`src/rtl/core/vas_pkg.sv`:
```
// Shared types and constants of the valve actuator supervisor.
package vas_pkg;

  localparam int unsigned CMD_W    = 3;
  localparam int unsigned CFG_IDX_W = 2;
  localparam int unsigned CFG_DATA_W = 8;
  localparam int unsigned TMR_W    = 8;
  localparam int unsigned SECS_W   = 16;
  localparam int unsigned FLT_W    = 4;
  localparam int unsigned LAMP_W   = 8;

  typedef enum logic [CMD_W-1:0] {
    CMD_NONE       = 3'd0,
    CMD_AUTO_OPEN  = 3'd1,
    CMD_AUTO_CLOSE = 3'd2,
    CMD_KEY_OPEN   = 3'd3,
    CMD_KEY_CLOSE  = 3'd4,
    CMD_ACK        = 3'd5
  } cmd_t;

  typedef enum logic [CFG_IDX_W-1:0] {
    REG_CHECK_EN   = 2'd0,
    REG_REMOTE     = 2'd1,
    REG_PRESS_TMO  = 2'd2,
    REG_LIMIT_TMO  = 2'd3
  } reg_idx_t;

  // Fault and check-enable bit positions.
  localparam int unsigned FLT_PRESS = 0;
  localparam int unsigned FLT_LIMIT = 1;
  localparam int unsigned FLT_THERM = 2;
  localparam int unsigned FLT_ALARM = 3;

  localparam logic [LAMP_W-1:0] LAMP_OPEN   = 8'hf0;
  localparam logic [LAMP_W-1:0] LAMP_CLOSED = 8'h0f;
  localparam logic [LAMP_W-1:0] LAMP_LOCAL_MASK = 8'h11;
  localparam logic [LAMP_W-1:0] LAMP_FAULT  = 8'hf5;

  localparam logic [TMR_W-1:0] PRESS_TMO_RST = 8'd10;
  localparam logic [TMR_W-1:0] LIMIT_TMO_RST = 8'd5;
  localparam logic [SECS_W-1:0] SECS_MAX = 16'hffff;

endpackage

```
`src/rtl/core/vas_in_if.sv`:
```
// Request channel of the valve actuator supervisor: one control step per request.
interface vas_in_if
  import vas_pkg::*;
();
  logic             valid;
  logic             ready;
  logic [CMD_W-1:0] command;
  logic             second_tick;
  logic             pressure_ok;
  logic             limit_switch;
  logic             thermal_trip;
  logic             alarm_input;

  modport source (output valid, command, second_tick, pressure_ok, limit_switch,
                  thermal_trip, alarm_input, input ready);
  modport sink   (input valid, command, second_tick, pressure_ok, limit_switch,
                  thermal_trip, alarm_input, output ready);
endinterface

```
`src/rtl/core/vas_out_if.sv`:
```
// Result channel of the valve actuator supervisor: one status word per request.
interface vas_out_if
  import vas_pkg::*;
();
  logic              valid;
  logic              ready;
  logic              drive_on;
  logic [LAMP_W-1:0] lamp_pattern;
  logic              is_open;
  logic [FLT_W-1:0]  fault_flags;
  logic              operator_mode;
  logic [SECS_W-1:0] seconds_in_state;

  modport source (output valid, drive_on, lamp_pattern, is_open, fault_flags,
                  operator_mode, seconds_in_state, input ready);
  modport sink   (input valid, drive_on, lamp_pattern, is_open, fault_flags,
                  operator_mode, seconds_in_state, output ready);
endinterface

```
`src/rtl/core/valve_actuator_supervisor.sv`:
```
// Valve actuator supervisor top level: state update, feedback checks and result register.
// Result: a request accepted at one clock edge has its result valid from that edge on,
//   so the result can be taken in the cycle after the request.
// Throughput: one request per cycle while results are taken; the whole control step is one
//   pass of logic into the state and result registers, and a waiting result is replaced as it is taken.
// Reset (rst_n low, synchronous): valve closed, no faults, timers loaded with 10 and 5
//   seconds, all checks disabled, local mode, no result pending.
module valve_actuator_supervisor
  import vas_pkg::*;
(
  input  logic                  clk,
  input  logic                  rst_n,
  vas_in_if.sink                in_req,
  vas_out_if.source             out_res,
  input  logic                  cfg_we,
  input  logic [CFG_IDX_W-1:0]  cfg_index,
  input  logic [CFG_DATA_W-1:0] cfg_wdata
);

  // Configuration registers.
  logic [FLT_W-1:0]  check_en_r;
  logic              remote_r;
  logic [TMR_W-1:0]  press_tmo_r;
  logic [TMR_W-1:0]  limit_tmo_r;

  // Control state carried from one request to the next.
  logic              open_r,     open_nxt;
  logic              held_r,     held_nxt;
  logic              opflag_r,   opflag_nxt;
  logic [FLT_W-1:0]  faults_r,   faults_nxt;
  logic [TMR_W-1:0]  press_tmr_r, press_tmr_nxt;
  logic [TMR_W-1:0]  limit_tmr_r, limit_tmr_nxt;
  logic [SECS_W-1:0] secs_r,     secs_nxt;
  logic [LAMP_W-1:0] lamp_nxt;

  // Result register.
  logic              out_valid_r;
  logic              drive_r;
  logic [LAMP_W-1:0] lamp_r;
  logic [FLT_W-1:0]  flags_r;
  logic              opmode_r;
  logic [SECS_W-1:0] out_secs_r;

  logic              in_fire;

  // A new request is taken whenever the result register is empty or is being emptied.
  assign in_req.ready = !out_valid_r || out_res.ready;
  assign in_fire      = in_req.valid && in_req.ready;

  // The user must write configuration only while no request is in flight; the block does not enforce it.
  always_ff @(posedge clk) begin
    if (!rst_n) begin
      check_en_r  <= '0;
      remote_r    <= 1'b0;
      press_tmo_r <= PRESS_TMO_RST;
      limit_tmo_r <= LIMIT_TMO_RST;
    end else if (cfg_we) begin
      case (reg_idx_t'(cfg_index))
        REG_CHECK_EN:  check_en_r  <= cfg_wdata[FLT_W-1:0];
        REG_REMOTE:    remote_r    <= cfg_wdata[0];
        REG_PRESS_TMO: press_tmo_r <= cfg_wdata[TMR_W-1:0];
        REG_LIMIT_TMO: limit_tmo_r <= cfg_wdata[TMR_W-1:0];
        default: ;
      endcase
    end
  end

  // One control step. The acknowledge clears faults first, so a condition
  // that still holds latches its fault again in the same step.
  always_comb begin
    held_nxt   = held_r;
    opflag_nxt = opflag_r;
    faults_nxt = faults_r;

    case (cmd_t'(in_req.command))
      CMD_AUTO_OPEN:  if (!open_r) held_nxt = 1'b1;
      CMD_AUTO_CLOSE: if (!remote_r && !opflag_r && open_r) held_nxt = 1'b0;
      CMD_KEY_OPEN: begin
        if (!remote_r) begin
          held_nxt   = 1'b1;
          opflag_nxt = 1'b1;
        end
      end
      CMD_KEY_CLOSE: begin
        if (!remote_r) begin
          held_nxt   = 1'b0;
          opflag_nxt = 1'b0;
        end
      end
      CMD_ACK: faults_nxt = '0;
      default: ;
    endcase

    // The tick is counted before a state change clears the count.
    secs_nxt = secs_r;
    if (in_req.second_tick && secs_r != SECS_MAX) secs_nxt = secs_r + 1'b1;

    // Any latched fault forces the valve closed.
    if (|faults_nxt) held_nxt = 1'b0;

    open_nxt = open_r;
    if (held_nxt != open_r) begin
      open_nxt = held_nxt;
      secs_nxt = '0;
    end

    // Pressure feedback must follow the new state within its timeout.
    press_tmr_nxt = press_tmr_r;
    if (check_en_r[FLT_PRESS]) begin
      if (open_nxt == in_req.pressure_ok) press_tmr_nxt = press_tmo_r;
      if (in_req.second_tick && press_tmr_nxt != '0) press_tmr_nxt = press_tmr_nxt - 1'b1;
      if (press_tmr_nxt == '0) faults_nxt[FLT_PRESS] = 1'b1;
    end

    // The limit switch is supervised only while open.
    limit_tmr_nxt = limit_tmr_r;
    if (check_en_r[FLT_LIMIT]) begin
      if (!open_nxt || in_req.limit_switch) limit_tmr_nxt = limit_tmo_r;
      if (in_req.second_tick && limit_tmr_nxt != '0) limit_tmr_nxt = limit_tmr_nxt - 1'b1;
      if (limit_tmr_nxt == '0) faults_nxt[FLT_LIMIT] = 1'b1;
    end

    if (check_en_r[FLT_THERM] && in_req.thermal_trip) faults_nxt[FLT_THERM] = 1'b1;
    if (check_en_r[FLT_ALARM] && in_req.alarm_input)  faults_nxt[FLT_ALARM] = 1'b1;

    // Lamp: open or closed pattern, dimmed in remote or operator mode, fault overrides.
    lamp_nxt = open_nxt ? LAMP_OPEN : LAMP_CLOSED;
    if (remote_r || opflag_nxt) lamp_nxt = lamp_nxt & ~LAMP_LOCAL_MASK;
    if (|faults_nxt) lamp_nxt = LAMP_FAULT;
  end

  // Control state advances only on an accepted request.
  always_ff @(posedge clk) begin
    if (!rst_n) begin
      open_r      <= 1'b0;
      held_r      <= 1'b0;
      opflag_r    <= 1'b0;
      faults_r    <= '0;
      press_tmr_r <= PRESS_TMO_RST;
      limit_tmr_r <= LIMIT_TMO_RST;
      secs_r      <= '0;
    end else if (in_fire) begin
      open_r      <= open_nxt;
      held_r      <= held_nxt;
      opflag_r    <= opflag_nxt;
      faults_r    <= faults_nxt;
      press_tmr_r <= press_tmr_nxt;
      limit_tmr_r <= limit_tmr_nxt;
      secs_r      <= secs_nxt;
    end
  end

  always_ff @(posedge clk) begin
    if (!rst_n) begin
      out_valid_r <= 1'b0;
    end else if (in_fire) begin
      out_valid_r <= 1'b1;
    end else if (out_res.ready) begin
      out_valid_r <= 1'b0;
    end
  end

  // Result payload needs no reset; it is qualified by out_valid_r.
  always_ff @(posedge clk) begin
    if (in_fire) begin
      drive_r    <= open_nxt;
      lamp_r     <= lamp_nxt;
      flags_r    <= faults_nxt;
      opmode_r   <= opflag_nxt;
      out_secs_r <= secs_nxt;
    end
  end

  assign out_res.valid            = out_valid_r;
  assign out_res.drive_on         = drive_r;
  assign out_res.is_open          = drive_r;
  assign out_res.lamp_pattern     = lamp_r;
  assign out_res.fault_flags      = flags_r;
  assign out_res.operator_mode    = opmode_r;
  assign out_res.seconds_in_state = out_secs_r;

  // A fault latched by an earlier request and not acknowledged closes the valve.
  a_fault_closes: assert property (@(posedge clk) disable iff (!rst_n)
    in_fire && (faults_r != '0) && (in_req.command != CMD_ACK) |=> !drive_r)
    else $error("drive open while an earlier fault is latched");

  // A latched fault always shows the fault lamp.
  a_fault_lamp: assert property (@(posedge clk) disable iff (!rst_n)
    out_valid_r && (flags_r != '0) |-> lamp_r == LAMP_FAULT)
    else $error("fault latched without fault lamp");

  // An accepted request always leaves a result behind.
  a_result_follows: assert property (@(posedge clk) disable iff (!rst_n)
    in_fire |=> out_valid_r)
    else $error("accepted request produced no result");

  // A change of valve state restarts the seconds count.
  a_secs_restart: assert property (@(posedge clk) disable iff (!rst_n)
    in_fire && (open_nxt != open_r) |=> out_secs_r == '0)
    else $error("seconds count not cleared on state change");

endmodule
```
`src/flat_wrapper.sv`:
```
// flat-port wrapper written by rule: the top's interface ports become plain ports
module valve_actuator_supervisor_flat import vas_pkg::*;
  (clk, rst_n, cfg_we, cfg_index, cfg_wdata, in_req_valid, in_req_command, in_req_second_tick, in_req_pressure_ok, in_req_limit_switch, in_req_thermal_trip, in_req_alarm_input, in_req_ready, out_res_valid, out_res_drive_on, out_res_lamp_pattern, out_res_is_open, out_res_fault_flags, out_res_operator_mode, out_res_seconds_in_state, out_res_ready);
  vas_in_if in_req_i ();
  vas_out_if out_res_i ();
  input  logic clk;
  input  logic rst_n;
  input  logic cfg_we;
  input  logic [CFG_IDX_W-1:0] cfg_index;
  input  logic [CFG_DATA_W-1:0] cfg_wdata;
  input wire logic [$bits(in_req_i.valid)-1:0] in_req_valid;
  input wire logic [$bits(in_req_i.command)-1:0] in_req_command;
  input wire logic [$bits(in_req_i.second_tick)-1:0] in_req_second_tick;
  input wire logic [$bits(in_req_i.pressure_ok)-1:0] in_req_pressure_ok;
  input wire logic [$bits(in_req_i.limit_switch)-1:0] in_req_limit_switch;
  input wire logic [$bits(in_req_i.thermal_trip)-1:0] in_req_thermal_trip;
  input wire logic [$bits(in_req_i.alarm_input)-1:0] in_req_alarm_input;
  output wire logic [$bits(in_req_i.ready)-1:0] in_req_ready;
  output wire logic [$bits(out_res_i.valid)-1:0] out_res_valid;
  output wire logic [$bits(out_res_i.drive_on)-1:0] out_res_drive_on;
  output wire logic [$bits(out_res_i.lamp_pattern)-1:0] out_res_lamp_pattern;
  output wire logic [$bits(out_res_i.is_open)-1:0] out_res_is_open;
  output wire logic [$bits(out_res_i.fault_flags)-1:0] out_res_fault_flags;
  output wire logic [$bits(out_res_i.operator_mode)-1:0] out_res_operator_mode;
  output wire logic [$bits(out_res_i.seconds_in_state)-1:0] out_res_seconds_in_state;
  input wire logic [$bits(out_res_i.ready)-1:0] out_res_ready;
  assign in_req_i.valid = in_req_valid;
  assign in_req_i.command = in_req_command;
  assign in_req_i.second_tick = in_req_second_tick;
  assign in_req_i.pressure_ok = in_req_pressure_ok;
  assign in_req_i.limit_switch = in_req_limit_switch;
  assign in_req_i.thermal_trip = in_req_thermal_trip;
  assign in_req_i.alarm_input = in_req_alarm_input;
  assign in_req_ready = in_req_i.ready;
  assign out_res_valid = out_res_i.valid;
  assign out_res_drive_on = out_res_i.drive_on;
  assign out_res_lamp_pattern = out_res_i.lamp_pattern;
  assign out_res_is_open = out_res_i.is_open;
  assign out_res_fault_flags = out_res_i.fault_flags;
  assign out_res_operator_mode = out_res_i.operator_mode;
  assign out_res_seconds_in_state = out_res_i.seconds_in_state;
  assign out_res_i.ready = out_res_ready;
  valve_actuator_supervisor u_core (.clk(clk), .rst_n(rst_n), .in_req(in_req_i), .out_res(out_res_i), .cfg_we(cfg_we), .cfg_index(cfg_index), .cfg_wdata(cfg_wdata));
endmodule
```
`config.mk`:
```
export PLATFORM = sky130hd
export DESIGN_NAME = valve_actuator_supervisor_flat
export DESIGN_NICKNAME = d
export VERILOG_FILES = /design/src/rtl/core/vas_pkg.sv /design/src/rtl/core/vas_in_if.sv /design/src/rtl/core/vas_out_if.sv /design/src/rtl/core/valve_actuator_supervisor.sv /design/src/flat_wrapper.sv
export SDC_FILE = /design/constraint.sdc
export NUM_CORES = 1
export LEC_CHECK = 0
export ABC_AREA = 1
export BUFFER_PORTS_ARGS = -buffer_cell sky130_fd_sc_hd__buf_2
export CAP_MARGIN = 20
export CORE_MARGIN = 2
export CORE_UTILIZATION = 45
export CTS_BUF_LIST = sky130_fd_sc_hd__clkbuf_16
export CTS_CLUSTER_DIAMETER = 50
export DETAILED_ROUTE_END_ITERATION = 12
export HOLD_SLACK_MARGIN = 0.1
export PLACE_DENSITY = 0.72
export SKIP_CTS_REPAIR_TIMING = 1
export SLEW_MARGIN = 20
export SYNTH_ARGS = -nofsm -noshare
export SYNTH_HDL_FRONTEND = slang
export SYNTH_SLANG_ARGS = --single-unit
```
`constraint.sdc`:
```
create_clock -name clk -period 3.4 [get_ports clk]
set_clock_uncertainty 0.1 [all_clocks]
set_input_delay 0.34 -clock clk [delete_from_list [all_inputs] [get_ports clk]]
set_output_delay 0.34 -clock clk [all_outputs]
set_load 0.05 [all_outputs]
```
==> summary.txt <==
Clock network
  • H-tree levels: 3
  • CTS tree: yes
  • Total CTS buffers: 9
  • Longest Clk Path Bufs: 2
  • CTS Root Cell: clkbuf_16
  • Clock sinks: just under 90
  • Clock-pin transition on the worst setup and hold timing paths: roughly 70 ps
  • Worst skew pair latency: roughly 350 ps

STA
  • Pins over their slew limit: 0
  • Min Clock Period, post-route: around 3300 ps
  • Worst-Margin Slew: ~830 ps
  • FMAX: ~300 MHz
  • Max-slew headroom at the worst pin: between 40 and 50%
  • RSZ-0062 raised after global routing: true
  • Final cycle utilization of the critical path: between 90% and 100%
  • Fin. Hold Viols: 0
  • Final Worst Setup Slack: 84.6 ps
  • Setup violations, final: 0

Cells and area
  • Util after Layout: 58.4%
  • Diodes inserted: 0
  • Final cell count without fillers: a little over 900
  • Area Growth Syn to Fin: 27.1%
  • Final net count: roughly 800
  • Ratio of cells with drive above 1 in the final layout: 25.6%
  • Post-Layout Inst Area: 6010 um^2

Synthesis
  • Synthesized area per cell: ~7 um^2
  • Post-synthesis sequential area ratio: 43.0%
  • Ys Warns: 0
  • Syn_nets: between 600 and 700
  • Netlist cell types: 35
  • Mapped Area: between 4000 and 5000 um^2
  • Syn Inst Count: 662
  • FF+latch count, synth: 88

Critical path
  • Worst-path cell chain: inv_1 -> o211ai_1 -> nand2_1 -> nand2_2 -> a31oi_4 -> ha_4 -> buf_6 -> nor2_4 -> nand2_2 -> buf_4 -> nand3_2 -> nand2_4 -> nand2_2 -> nor2_2 -> nand2_2 -> nand2_4 -> nand2_2 -> nand3_1 -> nor2_1 -> nand3_1 -> nor2_2 -> nor2_4 -> nand2_2 -> nor2_2
  • Worst setup path class: flop to flop
  • Critical Path Fanout Max: 6
  • Crit path DAT: 3320 ps
  • Setup slack, reg-to-reg: 80 ps
  • Buf/Inv on CP: 3
  • Worst path required time: ~3400 ps
  • CP delay by family, top: simple AND/OR/NAND/NOR gates
  • Crit end category: flop
  • Crit-path max cell delay: 350 ps
  • Most frequent CP cell: nand2_2
  • Startpoint types: flop
  • Slowest CP cell: dfxtp_2

Flow run
  • Max_cap viols: 0

Route
  • Routed Antenna Nets: 0
  • Vias: between 4000 and 5000
  • Drt pass-1 iters: 5
  • DRC: 0
  • WL/cell: about 13 um
  • Post-Route WL: roughly 12000 um
  • Vias per Instance: approximately 5
  • 1st-iter DRT viols: about 240

Power
  • IR drop worst, VDD: about 0.00031 V
  • P_leak: between 0.002 and 0.003 uW
  • Pwr Density: around 490 nW/um^2
  • Total power: between 2000 and 3000 uW

Status
  • Status: complete, no violations

Placed design
  • DP HPWL: about 8700 um
  • Post-Place Cells: 887
  • Placer Congestion: approximately 0.88
  • PortBufs: 55
  • Area after DPL: 5490 um^2
  • Pre-CTS setup slack: -176 ps

Hold path
  • HP Class: input pin to flop

Global routing
  • Vias in the first global route: between 4000 and 5000
  • First-pass GRT wire length: roughly 19000 um
  • Largest net degree at the start of global routing: just under 60
  • Global route overflow: 0
  • Total GRT Usage: 21.0%
  • Initial antenna violation count: 0

Die
  • Row count: 37
  • Die outline area: around 11000 um^2
  • IO Pins: 56
  • Chip width: 106 um
  • Die height: roughly 110 um
  • Starting Density: a little under half
  • Core box area: ~10000 um^2
==> final timing paths <==
kind	startpoint	endpoint	cells after the start
max	u_core.open_r	u_core.out_res.lamp_pattern[3]	24
min	cfg_wdata[2]	u_core.limit_tmo_r[2]	3
max reg2reg	u_core.open_r	u_core.out_res.lamp_pattern[3]	24
min reg2reg	u_core.limit_tmo_r[3]	u_core.limit_tmo_r[3]	2
==> synthesized netlist by cell type <==
master,number,area [um^2]
nand2_2,19,119
a211oi_1,4,30.0
nand2_1,130,488
inv_1,110,413
nor2_4,4,45.0
inv_4,1,6.26
and3_1,1,6.26
nand3_1,47,235
a21oi_1,48,240
o221ai_1,2,17.5
buf_1,1,3.75
a31o_2,1,8.76
buf_6,1,11.3
nor3_1,7,35.0
nand2_4,1,11.3
nor2_2,4,25.0
o21ai_2,4,35.0
xor2_1,2,17.5
clkbuf_1,16,60.1
dfxtp_1,61,1220
nand4_1,14,87.6
o21ai_1,2,10.0
buf_4,4,30.0
nor4_1,1,6.26
and2_1,1,6.26
xnor2_1,1,8.76
o21ai_0,56,280
ha_1,7,87.6
edfxtp_1,27,811
nand3b_1,3,22.5
nor2_1,69,259
a31oi_1,1,6.26
o211ai_1,8,60.1
inv_2,3,11.3
nand3_2,1,10.0
==> per-stage QoR <==
step	hold WS (ps)	TNS (ps)
after global routing	187	-270
after detailed placement	347	-1080
after floorplan	330	0
final	161	0
after CTS	155	0
after global placement	343	-221
==> cell usage in the layout (no fill, tap or decap), drive strengths merged <==
cell type	synthesis	layout
a211oi	4	4
a21oi	48	48
a31o	1	1
a31oi	1	1
and2	1	1
and3	1	1
buf	6	114
bufinv	0	1
clkbuf	16	9
clkinv	0	4
dfxtp	61	61
edfxtp	27	27
ha	7	7
inv	114	116
nand2	150	150
nand3	48	48
nand3b	3	3
nand4	14	14
nor2	77	77
nor3	7	7
nor4	1	1
o211ai	8	8
o21ai	62	62
o221ai	2	2
xnor2	1	1
xor2	2	2
==> where the power goes <==
| part | internal, uW | switching [uW] | total [uW] |
|---|---|---|---|
| registers | 1160 | 35.4 | 1200 |
| clock network | 570 | 428 | 998 |
| logic | 262 | 497 | 760 |
==> worst reg2reg max path: stages (launching register included) <==
cell and delay (ps):
dfxtp_2 350, inv_1 110, o211ai_1 190, nand2_1 90
nand2_2 80, a31oi_4 130, ha_4 200, buf_6 120
nor2_4 180, nand2_2 100, buf_4 160, nand3_2 90
nand2_4 70, nand2_2 100, nor2_2 50, nand2_2 120
nand2_4 100, nand2_2 100, nand3_1 80, nor2_1 120
nand3_1 100, nor2_2 160, nor2_4 70, nand2_2 70
nor2_2 30
==> cell families after synthesis <==
kind of cell,count (synthesis),synth area share (%)
simple gates,302,28.7
buf+inv,136,11.3
compound gates,126,14.6
flops,88,43.0
fa+ha+maj,7,1.85
xor+xnor,3,0.556
==> final cells by class <==
type	instances	area, um^2
Fill cell	942	4270
Multi-Input combinational cell	438	2340
Sequential cell	88	2040
Timing Repair Buffer	114	729
Inverter	114	435
Clock buffer	9	225
Tap cell	136	170
Clock inverter	7	68.8
==> registers in the layout, indices dropped and copies added (netlist names) <==
register,cells
u_core.out_res.seconds_in_state,16
u_core.secs_r,16
u_core.limit_tmo_r,8
u_core.limit_tmr_r,8
u_core.press_tmo_r,8
u_core.press_tmr_r,8
u_core.out_res.lamp_pattern,5
u_core.check_en_r,4
u_core.faults_r,4
u_core.out_res.fault_flags,4
u_core.held_r,1
u_core.open_r,1
u_core.opflag_r,1
u_core.out_res.drive_on,1
u_core.out_res.operator_mode,1
u_core.out_res.valid,1
u_core.remote_r,1
==> layer usage <==
metal | GRT usage (%) | wire length (um)
met5 | 0 | 0
met4 | 7.61 | 226
met3 | 4.11 | 691
met2 | 36.6 | 5820
met1 | 25.7 | 5210
No activity file was read; power rests on OpenSTA's default activity.
